**config.mk**
```make
export PLATFORM = sky130hd
export DESIGN_NAME = lottery_slot_arbiter_top
export DESIGN_NICKNAME = d
export VERILOG_FILES = /design/src/rtl/lsa_pkg.sv /design/src/rtl/lsa_slot_mem.sv /design/src/rtl/lsa_mod_unit.sv /design/src/rtl/lottery_slot_arbiter_top.sv
export VERILOG_INCLUDE_DIRS = /design/src /design/src/rtl
export SDC_FILE = /design/constraint.sdc
export NUM_CORES = 1
export LEC_CHECK = 0
export ABC_CLOCK_PERIOD_IN_PS = 10700
export BUFFER_PORTS_ARGS = -buffer_cell sky130_fd_sc_hd__buf_4
export CORE_MARGIN = 2
export CORE_UTILIZATION = 68
export CTS_CLUSTER_SIZE = 16
export DETAILED_ROUTE_END_ITERATION = 8
export GPL_TIMING_DRIVEN = 0
export MAX_ROUTING_LAYER = met4
export PLACE_DENSITY = 0.85
export SYNTH_ARGS = -nofsm -noshare
export SYNTH_HDL_FRONTEND = slang
export SYNTH_SLANG_ARGS = --single-unit
```
**constraint.sdc**
```tcl
create_clock -name clk -period 10.7 [get_ports clk]
set_clock_uncertainty 0.05 [all_clocks]
set_input_delay 2.14 -clock clk [delete_from_list [all_inputs] [get_ports clk]]
set_output_delay 2.14 -clock clk [all_outputs]
set_load 0.01 [all_outputs]
```
**src/rtl/lottery_slot_arbiter_top_defines.svh**
```systemverilog
`ifndef LOTTERY_SLOT_ARBITER_TOP_DEFINES_SVH
`define LOTTERY_SLOT_ARBITER_TOP_DEFINES_SVH

// Checks a property on every rising clock edge outside reset.
`define LSA_ASSERT(label, prop, msg) \
  label: assert property (@(posedge clk) disable iff (rst) (prop)) else $error(msg);

// Checks that a condition in one cycle implies another in the next cycle.
`define LSA_ASSERT_NEXT(label, cond, conseq, msg) \
  label: assert property (@(posedge clk) disable iff (rst) (cond) |=> (conseq)) \
    else $error(msg);

`endif

```
**src/rtl/lsa_pkg.sv**
```systemverilog
package lsa_pkg;

  localparam int SLOTS      = 64;
  localparam int MAX_SHIFT  = 15;

  localparam int IDX_W      = $clog2(SLOTS);
  localparam int AW         = IDX_W + 1;
  localparam int PRIO_W     = 8;
  localparam int LFSR_W     = 16;
  localparam int SLOT_IN_W  = 6;
  localparam int TOTAL_W    = 22;
  localparam int SUM_W      = IDX_W + MAX_SHIFT + 1;
  localparam int TRIAL_W    = LFSR_W + 1;
  localparam int CMP_W      = (SUM_W > TRIAL_W) ? SUM_W : TRIAL_W;
  localparam int CNT_W      = $clog2(LFSR_W);

  localparam logic FUNC_WRITE = 1'b0;
  localparam logic FUNC_ELECT = 1'b1;

  localparam logic CFG_SEED  = 1'b0;
  localparam logic CFG_UPRIO = 1'b1;

  localparam logic [LFSR_W-1:0] SEED_RESET  = 16'd44257;
  localparam logic [PRIO_W-1:0] UPRIO_RESET = 8'd40;

  typedef enum logic [2:0] {
    ST_IDLE,
    ST_MAX,
    ST_SUM,
    ST_LAUNCH,
    ST_DIV,
    ST_PICK,
    ST_WB,
    ST_DONE
  } state_t;

  typedef struct packed {
    logic              en;
    logic [IDX_W-1:0]  addr;
    logic              ready;
    logic [PRIO_W-1:0] prio;
  } mem_wr_t;

  // Tickets of one ready slot: 2^(top - prio), exponent capped.
  function automatic logic [SUM_W-1:0] slot_tickets(input logic [PRIO_W-1:0] top,
                                                    input logic [PRIO_W-1:0] prio);
    logic [PRIO_W-1:0] diff;
    logic [PRIO_W-1:0] sh;
    diff = top - prio;
    sh   = (diff > PRIO_W'(MAX_SHIFT)) ? PRIO_W'(MAX_SHIFT) : diff;
    return SUM_W'(1) << sh;
  endfunction

  function automatic logic [LFSR_W-1:0] lfsr_step(input logic [LFSR_W-1:0] v);
    logic fb;
    fb = v[0] ^ v[2] ^ v[3] ^ v[5];
    return {fb, v[LFSR_W-1:1]};
  endfunction

endpackage

```
**src/rtl/lsa_slot_mem.sv**
```systemverilog
module lsa_slot_mem (
  input  logic                          clk,
  input  logic                          rst,
  input  lsa_pkg::mem_wr_t              wr,
  input  logic                          rd_en,
  input  logic [lsa_pkg::IDX_W-1:0]     rd_addr,
  output logic                          rd_ready,
  output logic [lsa_pkg::PRIO_W-1:0]    rd_prio
);
  import lsa_pkg::*;

  logic [PRIO_W:0]   mem [SLOTS];
  logic [SLOTS-1:0]  written;
  logic [PRIO_W:0]   rdata;
  logic              rvalid;

  always_ff @(posedge clk) begin
    if (wr.en) begin
      mem[wr.addr] <= {wr.ready, wr.prio};
    end
    if (rd_en) begin
      rdata <= mem[rd_addr];
    end
  end

  // Entries never written since reset read as not ready with priority zero.
  always_ff @(posedge clk) begin
    if (rst) begin
      written <= '0;
      rvalid  <= 1'b0;
    end else begin
      if (wr.en) begin
        written[wr.addr] <= 1'b1;
      end
      if (rd_en) begin
        rvalid <= written[rd_addr];
      end
    end
  end

  assign rd_ready = rvalid & rdata[PRIO_W];
  assign rd_prio  = rvalid ? rdata[PRIO_W-1:0] : '0;

endmodule

```
**src/rtl/lsa_mod_unit.sv**
```systemverilog
module lsa_mod_unit (
  input  logic                         clk,
  input  logic                         rst,
  input  logic                         start,
  input  logic [lsa_pkg::LFSR_W-1:0]   dividend,
  input  logic [lsa_pkg::SUM_W-1:0]    divisor,
  output logic                         done,
  output logic [lsa_pkg::LFSR_W-1:0]   remainder
);
  import lsa_pkg::*;

  logic               busy;
  logic [CNT_W-1:0]   cnt;
  logic [LFSR_W-1:0]  dvd;
  logic [LFSR_W-1:0]  rem;
  logic [TRIAL_W-1:0] trial;
  logic [CMP_W-1:0]   diff;
  logic               ge;

  // Restoring remainder, one dividend bit per cycle.
  always_comb begin
    trial = {rem, dvd[LFSR_W-1]};
    ge    = CMP_W'(trial) >= CMP_W'(divisor);
    diff  = CMP_W'(trial) - CMP_W'(divisor);
  end

  always_ff @(posedge clk) begin
    if (rst) begin
      busy <= 1'b0;
      done <= 1'b0;
      cnt  <= '0;
    end else begin
      done <= busy && (cnt == CNT_W'(LFSR_W - 1));
      if (start) begin
        busy <= 1'b1;
        cnt  <= '0;
      end else if (busy) begin
        cnt <= cnt + 1'b1;
        if (cnt == CNT_W'(LFSR_W - 1)) begin
          busy <= 1'b0;
        end
      end
    end
  end

  always_ff @(posedge clk) begin
    if (start) begin
      dvd <= dividend;
      rem <= '0;
    end else if (busy) begin
      dvd <= {dvd[LFSR_W-2:0], 1'b0};
      rem <= ge ? diff[LFSR_W-1:0] : trial[LFSR_W-1:0];
    end
  end

  assign remainder = rem;

endmodule

```
**src/rtl/lottery_slot_arbiter_top.sv**
```systemverilog
// Lottery arbiter over a table of slots, each holding a ready flag and a priority.
// Input channel (in_valid/in_stall): func selects a slot write or an election.
// A slot write produces no result transaction. An election produces exactly one
// result transaction on the output channel (out_valid/out_stall) carrying the
// winner, a found flag and the ticket total.
// An election sweeps the slot memory read port to find the top priority, sweeps
// it again to sum tickets, takes the remainder of the next LFSR value by the
// ticket sum and sweeps once more to pick the winner, then writes the winner
// back with user_priority; with no slot ready it skips the remainder and pick.
// One item is worked on at a time; in_stall is high while an election is in
// progress.
// The result sits in an output register; the next transaction is accepted while
// it waits. If a new election finishes while the previous result is still
// stalled, the block holds until the output register frees up.
// Reset (rst, synchronous) empties the slot table (all slots not ready, priority
// zero), clears the LFSR and restores the configuration registers. The first
// election loads the LFSR from seed_value.
`include "lottery_slot_arbiter_top_defines.svh"

module lottery_slot_arbiter_top (
  input  logic                             clk,
  input  logic                             rst,
  input  logic                             cfg_we,
  input  logic                             cfg_index,
  input  logic [lsa_pkg::LFSR_W-1:0]       cfg_data,
  input  logic                             in_valid,
  output logic                             in_stall,
  input  logic                             func,
  input  logic [lsa_pkg::SLOT_IN_W-1:0]    slot_index,
  input  logic                             ready_in,
  input  logic [lsa_pkg::PRIO_W-1:0]       priority_in,
  output logic                             out_valid,
  input  logic                             out_stall,
  output logic [lsa_pkg::SLOT_IN_W-1:0]    winner_slot,
  output logic                             found,
  output logic [lsa_pkg::TOTAL_W-1:0]      ticket_total
);
  import lsa_pkg::*;

  state_t              state;
  state_t              state_next;

  logic [LFSR_W-1:0]   seed_value;
  logic [PRIO_W-1:0]   user_priority;
  logic [LFSR_W-1:0]   lfsr;
  logic                seeded;

  logic [AW-1:0]       walk_addr;
  logic                data_vld;
  logic [IDX_W-1:0]    data_idx;
  logic                walking;
  logic                issue;
  logic                walk_done;

  logic                rd_ready;
  logic [PRIO_W-1:0]   rd_prio;
  mem_wr_t             wr;

  logic [PRIO_W-1:0]   top;
  logic                any_ready;
  logic [SUM_W-1:0]    sum;
  logic [SUM_W-1:0]    acc;
  logic [SUM_W-1:0]    acc_next;
  logic [SUM_W-1:0]    tickets;
  logic [TRIAL_W-1:0]  draw;
  logic                pick_hit;
  logic [IDX_W-1:0]    win;

  logic                mod_start;
  logic                mod_done;
  logic [LFSR_W-1:0]   mod_rem;

  logic                in_accept;
  logic                out_free;
  logic                idx_in_range;
  logic [31:0]         idx_ext;
  logic [31:0]         win_ext;
  logic [63:0]         sum_ext;

  assign in_accept    = in_valid && !in_stall;
  assign out_free     = !out_valid || !out_stall;
  assign idx_ext      = 32'(slot_index);
  assign idx_in_range = idx_ext < 32'(SLOTS);
  assign win_ext      = 32'(win);
  assign sum_ext      = 64'(sum);

  assign walking   = (state == ST_MAX) || (state == ST_SUM) || (state == ST_PICK);
  assign walk_done = (walk_addr == AW'(SLOTS)) && !data_vld;
  assign tickets   = rd_ready ? slot_tickets(top, rd_prio) : '0;
  assign acc_next  = acc + tickets;
  assign draw      = TRIAL_W'(mod_rem) + 1'b1;
  assign pick_hit  = (state == ST_PICK) && data_vld && rd_ready &&
                     (CMP_W'(acc_next) >= CMP_W'(draw));

  lsa_slot_mem u_mem (
    .clk      (clk),
    .rst      (rst),
    .wr       (wr),
    .rd_en    (issue),
    .rd_addr  (walk_addr[IDX_W-1:0]),
    .rd_ready (rd_ready),
    .rd_prio  (rd_prio)
  );

  lsa_mod_unit u_mod (
    .clk       (clk),
    .rst       (rst),
    .start     (mod_start),
    .dividend  (lfsr_step(lfsr)),
    .divisor   (sum),
    .done      (mod_done),
    .remainder (mod_rem)
  );

  always_comb begin
    state_next = state;
    case (state)
      ST_IDLE: begin
        if (in_accept && (func == FUNC_ELECT)) begin
          state_next = ST_MAX;
        end
      end
      ST_MAX: begin
        if (walk_done) begin
          state_next = ST_SUM;
        end
      end
      ST_SUM: begin
        if (walk_done) begin
          state_next = any_ready ? ST_LAUNCH : ST_DONE;
        end
      end
      ST_LAUNCH: state_next = ST_DIV;
      ST_DIV: begin
        if (mod_done) begin
          state_next = ST_PICK;
        end
      end
      ST_PICK: begin
        if (pick_hit) begin
          state_next = ST_WB;
        end
      end
      ST_WB:   state_next = ST_DONE;
      ST_DONE: begin
        if (out_free) begin
          state_next = ST_IDLE;
        end
      end
      default: state_next = ST_IDLE;
    endcase
  end

  always_comb begin
    in_stall  = (state != ST_IDLE);
    issue     = walking && (walk_addr < AW'(SLOTS)) && !pick_hit;
    mod_start = (state == ST_LAUNCH);
    wr        = '0;
    case (state)
      ST_IDLE: begin
        wr.en    = in_accept && (func == FUNC_WRITE) && idx_in_range;
        wr.addr  = idx_ext[IDX_W-1:0];
        wr.ready = ready_in;
        wr.prio  = priority_in;
      end
      ST_WB: begin
        // The winner was ready and stays ready.
        wr.en    = 1'b1;
        wr.addr  = win;
        wr.ready = 1'b1;
        wr.prio  = user_priority;
      end
      default: wr = '0;
    endcase
  end

  always_ff @(posedge clk) begin
    if (rst) begin
      state         <= ST_IDLE;
      seed_value    <= SEED_RESET;
      user_priority <= UPRIO_RESET;
      lfsr          <= '0;
      seeded        <= 1'b0;
      walk_addr     <= '0;
      data_vld      <= 1'b0;
      out_valid     <= 1'b0;
    end else begin
      state    <= state_next;
      data_vld <= issue;
      if (cfg_we) begin
        case (cfg_index)
          CFG_SEED:  seed_value    <= cfg_data;
          CFG_UPRIO: user_priority <= cfg_data[PRIO_W-1:0];
          default:   seed_value    <= seed_value;
        endcase
      end
      if (in_accept && (func == FUNC_ELECT) && !seeded) begin
        lfsr   <= seed_value;
        seeded <= 1'b1;
      end else if (state == ST_LAUNCH) begin
        lfsr <= lfsr_step(lfsr);
      end
      if (issue) begin
        walk_addr <= walk_addr + 1'b1;
      end else if (!walking || walk_done) begin
        walk_addr <= '0;
      end
      if ((state == ST_DONE) && out_free) begin
        out_valid <= 1'b1;
      end else if (!out_stall) begin
        out_valid <= 1'b0;
      end
    end
  end

  always_ff @(posedge clk) begin
    data_idx <= walk_addr[IDX_W-1:0];
    if (in_accept) begin
      top       <= '0;
      any_ready <= 1'b0;
      sum       <= '0;
    end
    if ((state == ST_MAX) && data_vld && rd_ready) begin
      any_ready <= 1'b1;
      if (rd_prio > top) begin
        top <= rd_prio;
      end
    end
    if ((state == ST_SUM) && data_vld) begin
      sum <= sum + tickets;
    end
    if (state == ST_LAUNCH) begin
      acc <= '0;
    end else if ((state == ST_PICK) && data_vld) begin
      acc <= acc_next;
    end
    if (pick_hit) begin
      win <= data_idx;
    end
    if ((state == ST_DONE) && out_free) begin
      found        <= any_ready;
      winner_slot  <= any_ready ? win_ext[SLOT_IN_W-1:0] : '0;
      ticket_total <= any_ready ? sum_ext[TOTAL_W-1:0] : '0;
    end
  end

  `LSA_ASSERT(a_launch_needs_ready, (state != ST_LAUNCH) || any_ready, "launch with no ready slot")
  `LSA_ASSERT(a_mod_done_in_div, !mod_done || (state == ST_DIV), "remainder done outside wait")
  `LSA_ASSERT(a_wb_reached_draw, (state != ST_WB) || (CMP_W'(acc) >= CMP_W'(draw)), "bad winner")
  `LSA_ASSERT_NEXT(a_pick_no_overrun, (state == ST_PICK) && walk_done, 1'b0, "pick walk ended")

endmodule
```
==> run_results.csv, run 1 <==
group,metric,value,unit
sta,setup_tns,0,ns
global_route,gr-total-overflow,0,
sta,fin_crit_sh,78.97,%
routing,drc,0,
global_route,antenna_found_initial,4,
worst_setup_path,cpMostUsedCell,"ha_1",
sta,final.min_clock_period,8.450,ns
placed_design,port_buffers,68,
power,p_per_area,207.8,nW/um2
global_route,grt_max_degree,65,
logic_synthesis,yosysUniqueCellTypes,80,
floorplanning,fp.coreArea,52450,um2
logic_synthesis,ys_warn_count,0,
worst_setup_path,critPathMaxStageDelay,0.73,ns
cts,clkTransAtPathRegs,0.07,ns
cts,htree_levels,3,
logic_synthesis,synth_flop_cell,"edfxtp_1",
logic_synthesis,ys_async_sr_fraction,0,%
global_route,grt_first_pass_wirelength,149100,um
routing,drt_iter0_drc,3504,
floorplanning,num_rows,84,
cts,cts_buffers,81,
routing,wl_per_cell,29.81,um
routing,drt_pass1_iterations,8,
sta,worstMarginPinSlew,1.417,ns
worst_setup_path,crit_path_end_kind,"register",
global_route,grt_pass1_vias,23940,
routing,drt_wl_total,101000,um
cts,cts_resized,0,
placed_design,hpwl,65290,um
worst_setup_path,crit_path_start_kind,"register",
cts,cts.sinks,835,
finish,final_cells,3387,
sta,rsz0062_at_grt,"no",
logic_synthesis,synth-edff-count,658,
sta,max_slew_margin,5.168,%
sta,whs,0.3085,ns
worst_setup_path,cp_max_fo,15,
cts,clockRootBuffer,"clkbuf_16",
worst_setup_path,slowest_stage,"nor2_1",
cts,cts_tree,"yes",
routing,vias,23710,
floorplanning,dieArea,54720,um2
finish,areaGrowthSynthToFinish,11.98,%
placed_design,dp.cells,3235,
outcome,status,"completed",
logic_synthesis,postSynthCellCount,2461,
floorplanning,die_y,233.9,um
worst_setup_path,cp.required,11.11,ns
logic_synthesis,yosysSeqAreaShare,64.82,%
logic_synthesis,synthesis.area,35950,um2
finish,final_common_cell,"edfxtp_1",
floorplanning,io-pin-count,69,
worst_setup_path,critPathArrivalTime,8.86,ns
power,total_power,8.366,mW
sta,hold_violations,0,
worst_hold_path,hold_class,"reg -> reg",
routing,viasPerCell,7.001,
floorplanning,die_x,233.9,um
worst_setup_path,worstSetupPathType,"reg -> reg",
floorplanning,start_util,68.55,%
routing,ant_nets,0,
finish,nets,2762,
cts,postCtsHoldBufs,0,
finish,final_cell_mix,"658 x edfxtp_1, 279 x nor2_1, 205 x nand2_1",
power,p_leak,13.67,nW
logic_synthesis,syn_area_per_cell,14.61,um2
sta,setup_viol,0,
sta,drv_slew,0,
job,max_cap_violations,0,
global_route,grt_usage,39.08,%
logic_synthesis,ys_ff_latch,835,
global_route,grt-busiest-layer,"met2",
placed_design,place_ws,2.352,ns
global_route,grt_util_met2,63.46,%
sta,clock.fmax,0.1183,GHz
cts,cts_setup_buffers,0,
sta,setup_ws,2.250,ns
cts,clockBufferDepth,3,
power,ir_drop,0.0002408,V
global_route,use_met1,45.82,%
global_route,met3_usage,8.913,%
cts,insertion_delay,0.64,ns
finish,drive_gt1_share,16.29,%
placed_design,gp_congestion,1.017,
[report_power, final]
| part | switching [mW] | leakage (nW) | internal [mW] |
|---|---|---|---|
| combinational | 0.986 | 4.89 | 0.601 |
| sequential | 0.114 | 7.49 | 3.76 |
| clock | 1.24 | 1.30 | 1.66 |
| total | 2.34 | 13.7 | 6.02 |
[synth_stat cells, types with 4 or more instances]
library cell | count | area [um2]
buf_1 | 30 | 112.6
nand4_1 | 11 | 68.82
a211o_1 | 5 | 43.79
nor4b_1 | 5 | 43.79
and2_1 | 33 | 206.5
and3_1 | 13 | 81.33
dfxtp_1 | 177 | 3543
nand2b_1 | 15 | 93.84
ha_1 | 90 | 1126
mux4_2 | 183 | 4121
inv_1 | 47 | 176.4
nand3b_1 | 22 | 165.2
or2_2 | 7 | 43.79
a21oi_1 | 110 | 550.5
nor3b_1 | 7 | 52.55
a21boi_0 | 4 | 30.03
nand3_1 | 48 | 240.2
or3_1 | 6 | 37.54
o21ai_0 | 71 | 355.3
edfxtp_1 | 658 | 19760
nor3_1 | 27 | 135.1
o22ai_1 | 5 | 31.28
fa_1 | 4 | 80.08
nand2_1 | 206 | 773.2
a311oi_1 | 15 | 131.4
o21a_1 | 12 | 90.09
clkbuf_1 | 79 | 296.5
xor2_1 | 24 | 210.2
a21o_1 | 22 | 165.2
mux2i_1 | 38 | 380.4
a221oi_1 | 6 | 52.55
a22oi_1 | 10 | 75.07
nor2_1 | 279 | 1047
xnor2_1 | 40 | 350.3
a211oi_1 | 14 | 105.1
o21bai_1 | 5 | 37.54
o31ai_1 | 5 | 37.54
mux2_2 | 9 | 101.4
o211ai_1 | 5 | 37.54
nor4_1 | 13 | 81.33
o21ba_2 | 11 | 110.1
nor2b_1 | 23 | 143.9
a22o_1 | 12 | 105.1
[kinds of logic after synthesis]
kind of cell / after synthesis / share of synthesized area (%)
DFF: 835 / 64.82
other: 1 / 0.01043
xor gates and xnor gates: 64 / 1.559
AOI/OAI and AO/OA: 345 / 6.331
muxes: 232 / 12.87
adders and majority gates: 94 / 3.355
and+or+nand+nor: 728 / 9.275
buffers and inverters: 162 / 1.782
[routing by layer]
layer	vias up	share of wire [%]
li1	9755	-
met1	11560	33
met2	1897	49
met3	506	11
met4	0	6.5
met5	-	0
[final timing paths]
path	from	to	slack [ns]	cells after the start
worst max register to register	u_mem.rvalid	u_mem.rvalid	2.25	32
worst min-delay path	walk_addr[3]	data_idx[3]	0.31	0
worst max-delay path	u_mem.rvalid	u_mem.rvalid	2.25	32
worst min register to register	walk_addr[3]	data_idx[3]	0.31	0
[layout make-up]
class / count / area, um2
Fill cell: 2876 / 12190
Timing Repair Buffer: 77 / 705.7
Tap cell: 688 / 860.8
Multi-Input combinational cell: 1473 / 12060
Antenna cell: 4 / 10.01
Clock buffer: 114 / 2316
Clock inverter: 34 / 356.6
Sequential cell: 835 / 23300
Inverter: 48 / 182.7
Buffer: 114 / 457.9
[sequential cells by signal, summed over array words and instances (netlist names), 22 cells and up]
register	count
u_mem.written	64
u_mem.mem	576
acc	22
ticket_total	22
sum	22
[worst max-delay path: cells and delay by family (launching register included)]
kind / cells / cell delay (ns)
buf+inv: 5 / 0.64
flops: 1 / 0.33
fa+ha+maj: 4 / 1.29
compound gates: 12 / 3.08
simple gates: 9 / 2.55
xor+xnor: 2 / 0.29
[through the flow]
stage | instance area, um2 | utilization (%)
2_1_floorplan | 35980 | -
3_3_place_gp | 37350 | 71.23
3_5_place_dp | 37570 | 71.64
4_1_cts | 40250 | 76.74
5_1_grt | 40260 | 76.76
6_report | 40260 | 76.76
No activity file was read; power rests on OpenSTA's default activity.
==> inputs of run 2 (changes only) <==
Settings changed: ABC_CLOCK_PERIOD_IN_PS 10700 to 8640, CORE_UTILIZATION 68 to 63, PLACE_DENSITY 0.85 to 0.8.
Clock period 10.7 ns to 8.64 ns, I/O delays scaled along.
==> run 2 against run 1 <==
First-iteration DRC count is 22% lower. Register-to-register slack worse by 1.6 ns. Worst setup slack worse by 1.6 ns. Maximum frequency is 5.9% higher. Largest power group unchanged.
==> run_results.csv, run 2 (synthesis results as in run 1) <==
group,metric,value,unit
sta,final.min_clock_period,7.977,ns
worst_setup_path,cp_max_fo,15,
cts,htree_levels,3,
placed_design,port_buffers,68,
routing,vias,22660,
cts,clockRootBuffer,"clkbuf_16",
placed_design,dp.cells,3303,
global_route,grt_first_pass_wirelength,138400,um
global_route,grt_max_degree,57,
floorplanning,die_x,242.9,um
floorplanning,start_util,63.76,%
finish,final_cells,3458,
finish,drive_gt1_share,16.11,%
global_route,grt_util_met2,50.29,%
cts,cts.sinks,835,
floorplanning,die_y,242.9,um
finish,areaGrowthSynthToFinish,12.15,%
placed_design,gp_congestion,0.9880,
placed_design,hpwl,61500,um
sta,hold_violations,0,
floorplanning,fp.coreArea,56390,um2
worst_setup_path,crit_path_end_kind,"register",
routing,wl_per_cell,26.53,um
sta,clock.fmax,0.1254,GHz
sta,fin_crit_sh,92.32,%
floorplanning,io-pin-count,69,
finish,final_cell_mix,"658 x edfxtp_1, 278 x nor2_1, 205 x nand2_1",
power,ir_drop,0.0002354,V
global_route,use_met1,40.71,%
routing,viasPerCell,6.553,
sta,whs,0.3091,ns
cts,clkTransAtPathRegs,0.06,ns
finish,reg_top3,"u_mem.mem: 576 flops, u_mem.written: 64 flops",
power,p_per_area,254.8,nW/um2
finish,final_common_cell,"edfxtp_1",
sta,rsz0062_at_grt,"no",
sta,setup_tns,0,ns
cts,cts_buffers,83,
job,max_cap_violations,0,
routing,drt_iter0_drc,2746,
sta,drv_slew,0,
power,p_leak,13.67,nW
finish,largest-register,"u_mem.mem",
sta,setup_viol,0,
worst_setup_path,worst-path-buf-inv,3,
worst_hold_path,hold_class,"reg -> reg",
routing,ant_nets,0,
global_route,met3_usage,8.038,%
global_route,grt-busiest-layer,"met2",
worst_setup_path,critPathArrivalTime,8.19,ns
worst_setup_path,worstSetupPathType,"reg -> reg",
worst_setup_path,cp.required,8.85,ns
worst_setup_path,slowest_stage,"a2111oi_2",
sta,max_slew_margin,15.88,%
cts,insertion_delay,0.64,ns
global_route,antenna_found_initial,1,
outcome,status,"completed",
routing,drt_pass1_iterations,6,
worst_setup_path,critPathMaxStageDelay,0.65,ns
routing,drc,0,
cts,cts_tree,"yes",
global_route,grt_usage,32.50,%
global_route,grt_pass1_vias,22850,
routing,drt_wl_total,91740,um
finish,largest_register_ffs,576,
worst_setup_path,cp_top_family,"compound AO/OA/AOI/OAI gates",
sta,worstMarginPinSlew,1.257,ns
cts,clockBufferDepth,3,
floorplanning,dieArea,58990,um2
finish,nets,2764,
floorplanning,num_rows,87,
worst_setup_path,crit_path_start_kind,"register",
global_route,gr-total-overflow,0,
## run 2: changes by cell type in the layout (fill, tap and decap cells not counted), sizes merged
cell / change
clkinv: +7
diode: -3
clkinvlp: -3
inv: +2
## run 2: layer usage
layer,wire (um),part of all wire (%),vias up
met5,0,0,-
met3,9231,10,293
met4,4694,5.1,0
met2,43720,48,1321
li1,-,-,9763
met1,34090,37,11280
## run 2: what timing repair did
item / CTS / global route
setup buffers: 0 / 0
setup endpoints to repair: 0 / 11
resized for setup: 0 / 1
hold buffers: 0 / 0
## run 2: worst paths after layout
path,from,slack [ns],depth (start not counted),end
worst min-delay path,walk_addr[3],0.31,0,data_idx[3]
worst max register to register,u_mem.rvalid,0.66,31,u_mem.rdata[8]
worst min register to register,walk_addr[3],0.31,0,data_idx[3]
worst max-delay path,u_mem.rvalid,0.66,31,u_mem.rdata[8]
## run 2: metrics by stage
step           worst slack, ns  power, mW  instance area [um2]  util (%)
6_report                0.6632      10.27                40320     71.50
5_1_grt                0.04549      10.62                40320     71.50
2_1_floorplan            1.851      6.120                35980         -
3_3_place_gp            0.4614      6.647                37440     66.40
3_5_place_dp            0.4050      6.746                37660     66.79
4_1_cts                 0.3524      10.27                40310     71.50
## run 2: cell type report
| class | count | area [um2] |
|---|---|---|
| diodes | 1 | 2.502 |
| plain buffers | 114 | 457.9 |
| clock buffers | 114 | 2273 |
| clock inverters | 40 | 381.6 |
| fillers | 3515 | 16070 |
| inverters | 48 | 182.7 |
| multi-input cells | 1473 | 12070 |
| flip-flops and latches | 835 | 23300 |
| well taps | 756 | 945.9 |
| repair buffers | 77 | 705.7 |
## run 2: power by group
| part | internal [mW] | switching, mW |
|---|---|---|
| Clock | 2.03 | 1.53 |
| Sequential | 4.65 | 0.128 |
| Combinational | 0.742 | 1.19 |
